$ cat config.mk
export PLATFORM = sky130hd
export DESIGN_NAME = serial_firmware_update_receiver_core_flat
export DESIGN_NICKNAME = d
export VERILOG_FILES = /design/src/rtl/sfur_pkg.sv /design/src/rtl/sfur_if.sv /design/src/rtl/sfur_front.sv /design/src/rtl/sfur_back.sv /design/src/rtl/serial_firmware_update_receiver_core.sv /design/src/flat_wrapper.sv
export SDC_FILE = /design/constraint.sdc
export NUM_CORES = 1
export LEC_CHECK = 0
export BUFFER_PORTS_ARGS = -buffer_cell sky130_fd_sc_hd__buf_4
export CAP_MARGIN = 20
export CORE_ASPECT_RATIO = 0.5
export CORE_UTILIZATION = 40
export DETAILED_ROUTE_END_ITERATION = 6
export PLACE_DENSITY = 0.54
export SYNTH_ARGS = -nofsm -noshare
export SYNTH_HDL_FRONTEND = slang
export SYNTH_HIERARCHICAL = 1
export SYNTH_SLANG_ARGS = --single-unit
$ cat constraint.sdc
create_clock -name clk -period 10 [get_ports clk]
set_input_delay 2 -clock clk [delete_from_list [all_inputs] [get_ports clk]]
set_output_delay 2 -clock clk [all_outputs]
set_load 0.03 [all_outputs]
$ cat src/rtl/sfur_pkg.sv
// Shared types, constants and CRC byte functions for the firmware update receiver.
// No dependencies.
package sfur_pkg;

    localparam logic [7:0] SYNC_CODE = 8'h7F;
    localparam logic [7:0] CMD_BEGIN = 8'h01;
    localparam logic [7:0] CMD_CHUNK = 8'h02;
    localparam logic [7:0] CMD_CHECK = 8'h03;
    localparam logic       REPLY_ACK  = 1'b0;
    localparam logic       REPLY_NACK = 1'b1;

    localparam logic [2:0] REG_MAX_IMAGE  = 3'd0;
    localparam logic [2:0] REG_MAX_CHUNK  = 3'd1;
    localparam logic [2:0] REG_HDR_TMO    = 3'd2;
    localparam logic [2:0] REG_PKT_TMO    = 3'd3;
    localparam logic [2:0] REG_DATA_TMO   = 3'd4;

    typedef enum logic [2:0] {
        PH_IDLE   = 3'd0,
        PH_HEADER = 3'd1,
        PH_PKTHDR = 3'd2,
        PH_DATA   = 3'd3,
        PH_CRC    = 3'd4,
        PH_VERIFY = 3'd5
    } phase_t;

    // Classified input word handed from front to back
    typedef struct packed {
        logic       is_tick;
        logic [7:0] rx_byte;
        logic       is_sync;
        logic       is_begin;
        logic       is_chunk;
        logic       is_check;
    } word_t;

    typedef struct packed {
        logic        reply_valid;
        logic        reply_code;
        logic        erase_valid;
        logic [16:0] erase_length;
        logic        data_valid;
        logic [16:0] data_offset;
        logic [7:0]  data_value;
        logic        chunk_commit;
        logic        chunk_discard;
        logic        update_done;
        logic        update_failed;
    } result_t;

    function automatic logic [15:0] crc16_byte(input logic [15:0] c_in, input logic [7:0] b);
        logic [15:0] c;
        c = c_in ^ {b, 8'h00};
        for (int i = 0; i < 8; i++)
            c = c[15] ? ((c << 1) ^ 16'h1021) : (c << 1);
        return c;
    endfunction

    function automatic logic [31:0] crc32_byte(input logic [31:0] c_in, input logic [7:0] b);
        logic [31:0] c;
        c = c_in ^ {24'h0, b};
        for (int i = 0; i < 8; i++)
            c = c[0] ? ((c >> 1) ^ 32'hEDB88320) : (c >> 1);
        return c;
    endfunction

endpackage

$ cat src/rtl/sfur_if.sv
// Valid/ready channel interfaces for input and result words.
// No dependencies.
interface sfur_in_if;
    logic       valid;
    logic       ready;
    logic       operation;
    logic [7:0] rx_byte;
    modport source (output valid, operation, rx_byte, input ready);
    modport sink   (input valid, operation, rx_byte, output ready);
endinterface

interface sfur_out_if;
    logic        valid;
    logic        ready;
    logic        reply_valid;
    logic        reply_code;
    logic        erase_valid;
    logic [16:0] erase_length;
    logic        data_valid;
    logic [16:0] data_offset;
    logic [7:0]  data_value;
    logic        chunk_commit;
    logic        chunk_discard;
    logic        update_done;
    logic        update_failed;
    modport source (output valid, reply_valid, reply_code, erase_valid, erase_length,
                    data_valid, data_offset, data_value, chunk_commit, chunk_discard,
                    update_done, update_failed, input ready);
    modport sink   (input valid, reply_valid, reply_code, erase_valid, erase_length,
                    data_valid, data_offset, data_value, chunk_commit, chunk_discard,
                    update_done, update_failed, output ready);
endinterface

$ cat src/rtl/sfur_front.sv
// Front end: accept input words, decode command bytes, push into a two-entry queue.
// Depends on sfur_pkg.
module sfur_front
    import sfur_pkg::*;
(
    input  logic  clk,
    input  logic  rst_n,
    input  logic  in_valid,
    output logic  in_ready,
    input  logic  in_operation,
    input  logic [7:0] in_byte,
    output logic  q_valid,
    input  logic  q_pop,
    output word_t q_word
);
    word_t       mem_reg [2];
    logic        wr_ptr_reg, rd_ptr_reg;
    logic [1:0]  count_reg;
    logic        push;
    word_t       w;

    // Classify the byte
    always_comb
    begin
        w.is_tick  = in_operation;
        w.rx_byte  = in_byte;
        w.is_sync  = (in_byte == SYNC_CODE);
        w.is_begin = (in_byte == CMD_BEGIN);
        w.is_chunk = (in_byte == CMD_CHUNK);
        w.is_check = (in_byte == CMD_CHECK);
    end

    assign in_ready = (count_reg != 2'd2);
    assign push     = in_valid && in_ready;
    assign q_valid  = (count_reg != 2'd0);
    assign q_word   = mem_reg[rd_ptr_reg];

    always_ff @(posedge clk)
    begin
        if (push)
            mem_reg[wr_ptr_reg] <= w;
    end

    // Advance queue pointers
    always_ff @(posedge clk or negedge rst_n)
    begin
        if (!rst_n)
        begin
            wr_ptr_reg <= 1'b0;
            rd_ptr_reg <= 1'b0;
            count_reg  <= 2'd0;
        end
        else
        begin
            if (push)
                wr_ptr_reg <= ~wr_ptr_reg;
            if (q_pop)
                rd_ptr_reg <= ~rd_ptr_reg;
            count_reg <= count_reg + {1'b0, push} - {1'b0, q_pop};
        end
    end
endmodule

$ cat src/rtl/sfur_back.sv
// Back end: session state machine, CRC units and registered result word.
// Depends on sfur_pkg.
module sfur_back
    import sfur_pkg::*;
(
    input  logic        clk,
    input  logic        rst_n,
    input  logic        q_valid,
    output logic        q_pop,
    input  word_t       q_word,
    input  logic [16:0] max_image_bytes,
    input  logic [8:0]  max_chunk_bytes,
    input  logic [15:0] header_timeout_ticks,
    input  logic [15:0] packet_timeout_ticks,
    input  logic [15:0] data_timeout_ticks,
    output logic        out_valid,
    input  logic        out_ready,
    output result_t     out_res
);
    phase_t      phase_reg, phase_next;
    logic [3:0]  fc_reg, fc_next;
    logic [31:0] size_reg, size_next;
    logic [31:0] exp_reg, exp_next;
    logic [16:0] bc_reg, bc_next;
    logic [15:0] clen_reg, clen_next;
    logic [8:0]  cidx_reg, cidx_next;
    logic [15:0] pcrc_reg, pcrc_next;
    logic [7:0]  plow_reg, plow_next;
    logic [31:0] icc_reg, icc_next;
    logic [31:0] icp_reg, icp_next;
    logic [15:0] tick_reg, tick_next;
    logic        ov_reg;
    result_t     res_reg, r;

    logic [15:0] crc16_n, tick_inc, limit, rx_crc;
    logic [31:0] crc32_n, off32, sum32;
    logic [7:0]  b;
    logic [8:0]  cidx_inc;

    assign q_pop     = q_valid && (!ov_reg || out_ready);
    assign out_valid = ov_reg;
    assign out_res   = res_reg;

    assign b        = q_word.rx_byte;
    assign crc16_n  = crc16_byte(pcrc_reg, b);
    assign crc32_n  = crc32_byte(icp_reg, b);
    assign tick_inc = (tick_reg == 16'hFFFF) ? tick_reg : tick_reg + 16'd1;
    assign off32    = {15'd0, bc_reg} + {23'd0, cidx_reg};
    assign sum32    = {15'd0, bc_reg} + {16'd0, clen_reg};
    assign rx_crc   = {b, plow_reg};
    assign cidx_inc = cidx_reg + 9'd1;

    always_comb
    begin
        unique case (phase_reg)
            PH_HEADER: limit = header_timeout_ticks;
            PH_PKTHDR: limit = packet_timeout_ticks;
            default:   limit = data_timeout_ticks;
        endcase
    end

    // Next state and result word
    always_comb
    begin
        phase_next = phase_reg; fc_next = fc_reg; size_next = size_reg; exp_next = exp_reg;
        bc_next = bc_reg; clen_next = clen_reg; cidx_next = cidx_reg; pcrc_next = pcrc_reg;
        plow_next = plow_reg; icc_next = icc_reg; icp_next = icp_reg; tick_next = tick_reg;
        r = '0;
        if (q_word.is_tick)
        begin
            if (phase_reg != PH_IDLE)
            begin
                tick_next = tick_inc;
                if (tick_inc >= limit)
                begin
                    r.chunk_discard = (phase_reg == PH_DATA) || (phase_reg == PH_CRC);
                    r.reply_valid = 1'b1; r.reply_code = REPLY_NACK; r.update_failed = 1'b1;
                    phase_next = PH_IDLE; tick_next = '0;
                end
            end
        end
        else
        begin
            unique case (phase_reg)
                PH_IDLE:
                begin
                    if (q_word.is_sync)
                    begin
                        r.reply_valid = 1'b1; r.reply_code = REPLY_ACK;
                        phase_next = PH_HEADER; tick_next = '0; fc_next = '0;
                        size_next = '0; exp_next = '0; clen_next = '0;
                    end
                end
                PH_HEADER:
                begin
                    if (fc_reg == 4'd0)
                        clen_next = {8'd0, b};
                    else if (fc_reg <= 4'd4)
                        size_next = size_reg | ({24'd0, b} << {fc_reg[1:0] - 2'd1, 3'b000});
                    else
                        exp_next = exp_reg | ({24'd0, b} << {fc_reg[1:0] - 2'd1, 3'b000});
                    fc_next = fc_reg + 4'd1;
                    if (fc_reg == 4'd8)
                    begin
                        r.reply_valid = 1'b1;
                        if (clen_reg != {8'd0, CMD_BEGIN} || size_reg == '0
                            || size_reg > {15'd0, max_image_bytes})
                        begin
                            r.reply_code = REPLY_NACK; r.update_failed = 1'b1;
                            phase_next = PH_IDLE; tick_next = '0;
                        end
                        else
                        begin
                            r.reply_code = REPLY_ACK; r.erase_valid = 1'b1;
                            r.erase_length = size_reg[16:0];
                            bc_next = '0; icc_next = '1; icp_next = '1;
                            phase_next = PH_PKTHDR; tick_next = '0; fc_next = '0;
                            clen_next = '0; cidx_next = '0; pcrc_next = '1; plow_next = '0;
                        end
                    end
                end
                PH_PKTHDR:
                begin
                    pcrc_next = crc16_n;
                    fc_next = fc_reg + 4'd1;
                    if (fc_reg == 4'd0)
                        plow_next = b;
                    else if (fc_reg == 4'd1)
                        clen_next = {8'd0, b};
                    else
                    begin
                        clen_next = {b, clen_reg[7:0]};
                        if (plow_reg != CMD_CHUNK || clen_next == '0
                            || clen_next > {7'd0, max_chunk_bytes})
                        begin
                            r.reply_valid = 1'b1; r.reply_code = REPLY_NACK;
                            r.update_failed = 1'b1; phase_next = PH_IDLE; tick_next = '0;
                        end
                        else
                        begin
                            phase_next = PH_DATA; tick_next = '0;
                            cidx_next = '0; icp_next = icc_reg;
                        end
                    end
                end
                PH_DATA:
                begin
                    pcrc_next = crc16_n;
                    r.data_valid = 1'b1; r.data_offset = off32[16:0]; r.data_value = b;
                    if (off32 < size_reg)
                        icp_next = crc32_n;
                    cidx_next = cidx_inc;
                    if ({7'd0, cidx_inc} >= clen_reg)
                    begin
                        phase_next = PH_CRC; tick_next = '0; fc_next = '0;
                    end
                end
                PH_CRC:
                begin
                    if (fc_reg == 4'd0)
                    begin
                        plow_next = b; fc_next = 4'd1;
                    end
                    else
                    begin
                        r.reply_valid = 1'b1;
                        if (rx_crc != pcrc_reg)
                        begin
                            r.reply_code = REPLY_NACK; r.chunk_discard = 1'b1;
                            phase_next = PH_PKTHDR; tick_next = '0; fc_next = '0;
                            clen_next = '0; cidx_next = '0; pcrc_next = '1; plow_next = '0;
                        end
                        else
                        begin
                            r.reply_code = REPLY_ACK; r.chunk_commit = 1'b1;
                            icc_next = icp_reg;
                            bc_next = (sum32 > size_reg) ? size_reg[16:0] : sum32[16:0];
                            tick_next = '0;
                            if ({15'd0, bc_next} >= size_reg)
                                phase_next = PH_VERIFY;
                            else
                            begin
                                phase_next = PH_PKTHDR; fc_next = '0; clen_next = '0;
                                cidx_next = '0; pcrc_next = '1; plow_next = '0;
                            end
                        end
                    end
                end
                PH_VERIFY:
                begin
                    r.reply_valid = 1'b1;
                    phase_next = PH_IDLE; tick_next = '0;
                    if (q_word.is_check && ~icc_reg == exp_reg)
                    begin
                        r.reply_code = REPLY_ACK; r.update_done = 1'b1;
                    end
                    else
                    begin
                        r.reply_code = REPLY_NACK; r.update_failed = 1'b1;
                    end
                end
                default:
                begin
                    phase_next = PH_IDLE; tick_next = '0;
                end
            endcase
        end
    end

    // Hold result payload
    always_ff @(posedge clk)
    begin
        if (q_pop)
            res_reg <= r;
    end

    // Advance session state on each popped word
    always_ff @(posedge clk or negedge rst_n)
    begin
        if (!rst_n)
        begin
            phase_reg <= PH_IDLE; fc_reg <= '0; size_reg <= '0; exp_reg <= '0;
            bc_reg <= '0; clen_reg <= '0; cidx_reg <= '0; pcrc_reg <= '1;
            plow_reg <= '0; icc_reg <= '1; icp_reg <= '1; tick_reg <= '0;
            ov_reg <= 1'b0;
        end
        else
        begin
            if (q_pop)
            begin
                phase_reg <= phase_next; fc_reg <= fc_next; size_reg <= size_next;
                exp_reg <= exp_next; bc_reg <= bc_next; clen_reg <= clen_next;
                cidx_reg <= cidx_next; pcrc_reg <= pcrc_next; plow_reg <= plow_next;
                icc_reg <= icc_next; icp_reg <= icp_next; tick_reg <= tick_next;
                ov_reg <= 1'b1;
            end
            else if (out_ready)
                ov_reg <= 1'b0;
        end
    end
endmodule

$ cat src/rtl/serial_firmware_update_receiver_core.sv
// Serial firmware update receiver: one result word for every input word (byte or
// millisecond tick). Sustains one word per clock while out_ch.ready stays high;
// each word passes through the two-entry classify queue and the state machine's
// result register. Configuration is written through cfg_we/cfg_index/cfg_data.
// Depends on sfur_pkg, sfur_if, sfur_front, sfur_back.
module serial_firmware_update_receiver_core
    import sfur_pkg::*;
(
    input  logic        clk,
    input  logic        rst_n,
    sfur_in_if.sink     in_ch,
    sfur_out_if.source  out_ch,
    input  logic        cfg_we,
    input  logic [2:0]  cfg_index,
    input  logic [16:0] cfg_data
);
    logic [16:0] max_image_reg;
    logic [8:0]  max_chunk_reg;
    logic [15:0] hdr_tmo_reg, pkt_tmo_reg, data_tmo_reg;
    logic        q_valid, q_pop;
    word_t       q_word;
    result_t     res;

    // Write configuration registers
    always_ff @(posedge clk or negedge rst_n)
    begin
        if (!rst_n)
        begin
            max_image_reg <= 17'd110592;
            max_chunk_reg <= 9'd256;
            hdr_tmo_reg   <= 16'd30000;
            pkt_tmo_reg   <= 16'd10000;
            data_tmo_reg  <= 16'd5000;
        end
        else if (cfg_we)
        begin
            unique case (cfg_index)
                REG_MAX_IMAGE: max_image_reg <= cfg_data;
                REG_MAX_CHUNK: max_chunk_reg <= cfg_data[8:0];
                REG_HDR_TMO:   hdr_tmo_reg   <= cfg_data[15:0];
                REG_PKT_TMO:   pkt_tmo_reg   <= cfg_data[15:0];
                REG_DATA_TMO:  data_tmo_reg  <= cfg_data[15:0];
                default: ;
            endcase
        end
    end

    sfur_front u_front (
        .clk, .rst_n,
        .in_valid(in_ch.valid), .in_ready(in_ch.ready),
        .in_operation(in_ch.operation), .in_byte(in_ch.rx_byte),
        .q_valid, .q_pop, .q_word
    );

    sfur_back u_back (
        .clk, .rst_n, .q_valid, .q_pop, .q_word,
        .max_image_bytes(max_image_reg), .max_chunk_bytes(max_chunk_reg),
        .header_timeout_ticks(hdr_tmo_reg), .packet_timeout_ticks(pkt_tmo_reg),
        .data_timeout_ticks(data_tmo_reg),
        .out_valid(out_ch.valid), .out_ready(out_ch.ready), .out_res(res)
    );

    assign out_ch.reply_valid   = res.reply_valid;
    assign out_ch.reply_code    = res.reply_code;
    assign out_ch.erase_valid   = res.erase_valid;
    assign out_ch.erase_length  = res.erase_length;
    assign out_ch.data_valid    = res.data_valid;
    assign out_ch.data_offset   = res.data_offset;
    assign out_ch.data_value    = res.data_value;
    assign out_ch.chunk_commit  = res.chunk_commit;
    assign out_ch.chunk_discard = res.chunk_discard;
    assign out_ch.update_done   = res.update_done;
    assign out_ch.update_failed = res.update_failed;
endmodule
$ cat src/flat_wrapper.sv
// flat-port wrapper written by rule: the top's interface ports become plain ports
module serial_firmware_update_receiver_core_flat import sfur_pkg::*;
  (clk, rst_n, cfg_we, cfg_index, cfg_data, in_ch_valid, in_ch_operation, in_ch_rx_byte, in_ch_ready, out_ch_valid, out_ch_reply_valid, out_ch_reply_code, out_ch_erase_valid, out_ch_erase_length, out_ch_data_valid, out_ch_data_offset, out_ch_data_value, out_ch_chunk_commit, out_ch_chunk_discard, out_ch_update_done, out_ch_update_failed, out_ch_ready);
  sfur_in_if in_ch_i ();
  sfur_out_if out_ch_i ();
  input  logic clk;
  input  logic rst_n;
  input  logic cfg_we;
  input  logic [2:0] cfg_index;
  input  logic [16:0] cfg_data;
  input wire logic [$bits(in_ch_i.valid)-1:0] in_ch_valid;
  input wire logic [$bits(in_ch_i.operation)-1:0] in_ch_operation;
  input wire logic [$bits(in_ch_i.rx_byte)-1:0] in_ch_rx_byte;
  output wire logic [$bits(in_ch_i.ready)-1:0] in_ch_ready;
  output wire logic [$bits(out_ch_i.valid)-1:0] out_ch_valid;
  output wire logic [$bits(out_ch_i.reply_valid)-1:0] out_ch_reply_valid;
  output wire logic [$bits(out_ch_i.reply_code)-1:0] out_ch_reply_code;
  output wire logic [$bits(out_ch_i.erase_valid)-1:0] out_ch_erase_valid;
  output wire logic [$bits(out_ch_i.erase_length)-1:0] out_ch_erase_length;
  output wire logic [$bits(out_ch_i.data_valid)-1:0] out_ch_data_valid;
  output wire logic [$bits(out_ch_i.data_offset)-1:0] out_ch_data_offset;
  output wire logic [$bits(out_ch_i.data_value)-1:0] out_ch_data_value;
  output wire logic [$bits(out_ch_i.chunk_commit)-1:0] out_ch_chunk_commit;
  output wire logic [$bits(out_ch_i.chunk_discard)-1:0] out_ch_chunk_discard;
  output wire logic [$bits(out_ch_i.update_done)-1:0] out_ch_update_done;
  output wire logic [$bits(out_ch_i.update_failed)-1:0] out_ch_update_failed;
  input wire logic [$bits(out_ch_i.ready)-1:0] out_ch_ready;
  assign in_ch_i.valid = in_ch_valid;
  assign in_ch_i.operation = in_ch_operation;
  assign in_ch_i.rx_byte = in_ch_rx_byte;
  assign in_ch_ready = in_ch_i.ready;
  assign out_ch_valid = out_ch_i.valid;
  assign out_ch_reply_valid = out_ch_i.reply_valid;
  assign out_ch_reply_code = out_ch_i.reply_code;
  assign out_ch_erase_valid = out_ch_i.erase_valid;
  assign out_ch_erase_length = out_ch_i.erase_length;
  assign out_ch_data_valid = out_ch_i.data_valid;
  assign out_ch_data_offset = out_ch_i.data_offset;
  assign out_ch_data_value = out_ch_i.data_value;
  assign out_ch_chunk_commit = out_ch_i.chunk_commit;
  assign out_ch_chunk_discard = out_ch_i.chunk_discard;
  assign out_ch_update_done = out_ch_i.update_done;
  assign out_ch_update_failed = out_ch_i.update_failed;
  assign out_ch_i.ready = out_ch_ready;
  serial_firmware_update_receiver_core u_core (.clk(clk), .rst_n(rst_n), .in_ch(in_ch_i), .out_ch(out_ch_i), .cfg_we(cfg_we), .cfg_index(cfg_index), .cfg_data(cfg_data));
endmodule
==> summary.md <==
| Metric | Value |
|---|---|
| Initial Utilization | approximately two fifths |
| Dpl hpwl | between 40 and 50 mm |
| Clock root cell | clkbuf_16 |
| Clk_lat worst skew | between 0.5 and 0.6 ns |
| Routed via count | about 16000 |
| Final hold violations | 0 |
| Routability cong. | slightly below 0.9 |
| Mapped cell area | about 21000 sq um |
| CP max FO | 33 |
| Design area | around 24000 sq um |
| YS warnings | 6 |
| Layout Skew | approximately 0.022 ns |
| DRC Markers | 2 |
| H-tree lvl count | 2 |
| Number of diodes | 0 |
| Critical Path RT | between 10 and 15 ns |
| Clock Sinks | roughly 370 |
| Area grow syn2layout | 11.99% |
| Nets | between 2000 and 2500 |
| Max Cap Viol | 0 |
| Path type of the worst setup path | reg -> reg |
| Setup violations, final | 0 |
| # Post-CTS Setup Buffers | 0 |
| Fin crit share | between 70% and 80% |
| Iter 0 DRT Violations | roughly 1400 |
| Die X | roughly 330 microns |
| Slew margin rel. | 26.07% |
| P_leak | ~10 nW |
| Avg WL per Cell | 20.82 microns |
| Share of cells above drive strength 1 | 19.47% |
| Unrepaired setup endpoints after global routing | false |
| Power density cells | approximately 300 nW/um^2 |
| Worst-case reg-to-reg path depth | 27 |
| Synth Net Count | around 2200 |
| DRT Pass-1 Iters | 7 |
| Global Route Usage Sum | between 20% and 30% |
| Fin worst setup slack | 2.372 ns |
| Core Rows | slightly below 60 |
| Gr ovfl total | 0 |
| Final wirelength | between 50 and 60 mm |
| Slew @ Worst Pin | about 1.1 ns |
| Initial antenna violation count | 0 |
| Number of global-route vias before repair | around 15000 |
| First-pass GRT wire length | 92.53 mm |
| Post-DP Area | approximately 23000 sq um |
| R2R Setup Slk | around 2.4 ns |
| CTS tree | done |
| Final Max Slew Viols | 0 |
| Number of flip-flops in the largest register | 50 |
| Syn Inst Count | around 2100 |
| Status | finished with violations |
| Setup TNS | 0 ns |
| PortBufs | 85 |
| Max Buffers Root-to-Sink | 3 |
| Hold path start | u_core/u_back/icc_reg[29] |
| CP endpoint kind | register |
| CTS buffer count | 37 |
| Failing checks | design-rule violations |
| CTS resizes | 0 |
| Boundary Pins | 86 |
| Critical R2R Launch | u_core/u_back/clen_reg[0] |
| Hold Path End | u_core/u_back/icc_reg[29] |
| Crit start category | register |
| Worst VDD drop | between 200 and 250 uV |
| Core area | roughly 52000 sq um |
| Worst-path clk slew | 0.07 ns |
| Pin count of the biggest net entering global routing | ~160 |
| Pre-CTS setup slack | roughly 2.6 ns |
| # hold bufs at CTS | 0 |
| Antenna-violating nets left | 0 |
| Data arrival time of the worst path | ~8 ns |
| Reg2reg end | u_core/u_back/cidx_reg[0] |
| Hold Path Class | reg -> reg |
| FMAX | 131.1 MHz |
| Synthesized area per cell | 10.28 sq um |
| DIE AREA | roughly 54000 sq um |
| Tmin final | between 7 and 8 ns |
| Die H | 165.4 microns |
| Worst Hold Depth | 2 |
| Routed vias/inst | 5.475 |
[placed cells by master (no fill, tap or decap), drive strengths merged, types with 72 or more instances in the layout]
cell type	n
dfrtp	194
a21oi	186
xnor2	141
nor2	141
nand2	138
ha	134
mux2	131
inv	124
buf	111
dfstp	102
edfxtp	72
[worst max-delay path, cell delays in order (launching register included)]
cell and delay [ns]:
dfrtp_1 0.44, ha_1 0.24, inv_1 0.07, fa_1 0.21
nor2b_1 0.07, o31a_1 0.28, o41ai_1 0.55, o21bai_1 0.30
mux2i_1 0.22, o2111ai_1 0.17, ha_1 0.34, a21oi_1 0.17
nand2_1 0.07, a221oi_1 0.28, a21boi_0 0.14, o31ai_2 0.47
buf_4 0.32, mux2_2 0.37, ha_1 0.30, a21oi_1 0.13
nand2_1 0.07, a2111oi_0 0.46, o211ai_1 0.39, a41oi_1 0.32
o211ai_1 0.12, buf_4 0.27, nor2_4 0.35, mux2_2 0.38
[stage by stage]
step	cells	hold WS, ns	utilization (%)	power [mW]
3_5_place_dp	2796	0.4736	43.39	5.618
4_1_cts	2863	0.4818	45.71	7.089
6_report	2863	0.4801	45.71	7.026
2_1_floorplan	2079	0.4532	-	4.630
5_1_grt	2863	0.5000	45.71	7.500
3_3_place_gp	2796	0.4701	43.39	5.595
[cell type report]
class	count	area, sq um
fill	4921	28410
multi-input combinational	1492	10820
sequential	368	9698
clock buffer	52	1044
tap	701	877.1
timing repair buffer	111	853.3
inverter	124	465.4
clock inverter	15	173.9
[worst max-delay path by stage]
stage,start,end,slack [ns],cells past startpoint
floorplan,u_core/u_back/clen_reg[0],u_core/u_back/cidx_reg[0],3.40,26
global placement,u_core/u_back/clen_reg[0],u_core/u_back/cidx_reg[5],2.67,27
detailed placement,u_core/u_back/clen_reg[0],u_core/u_back/cidx_reg[0],2.56,27
CTS,u_core/u_back/clen_reg[0],u_core/u_back/cidx_reg[0],2.49,27
global route,u_core/u_back/clen_reg[0],u_core/u_back/cidx_reg[5],1.85,27
finish,u_core/u_back/clen_reg[0],u_core/u_back/cidx_reg[0],2.37,27
[routing by layer]
metal | GRT usage (%) | routed length (microns) | vias to the layer above
li1 | - | - | 7522
met1 | 32.51 | 29370 | 7732
met2 | 34.25 | 26100 | 354
met3 | 3.751 | 3099 | 64
met4 | 4.567 | 1008 | 2
met5 | 0.6341 | 45 | -
[where the power goes]
part	internal [mW]	leakage, nW	switching [mW]
registers	1.99	4.33	0.295
clock network	0.813	0.596	0.618
logic	1.32	5.50	1.98
total	4.13	10.4	2.90
No activity file was read; power rests on OpenSTA's default activity.
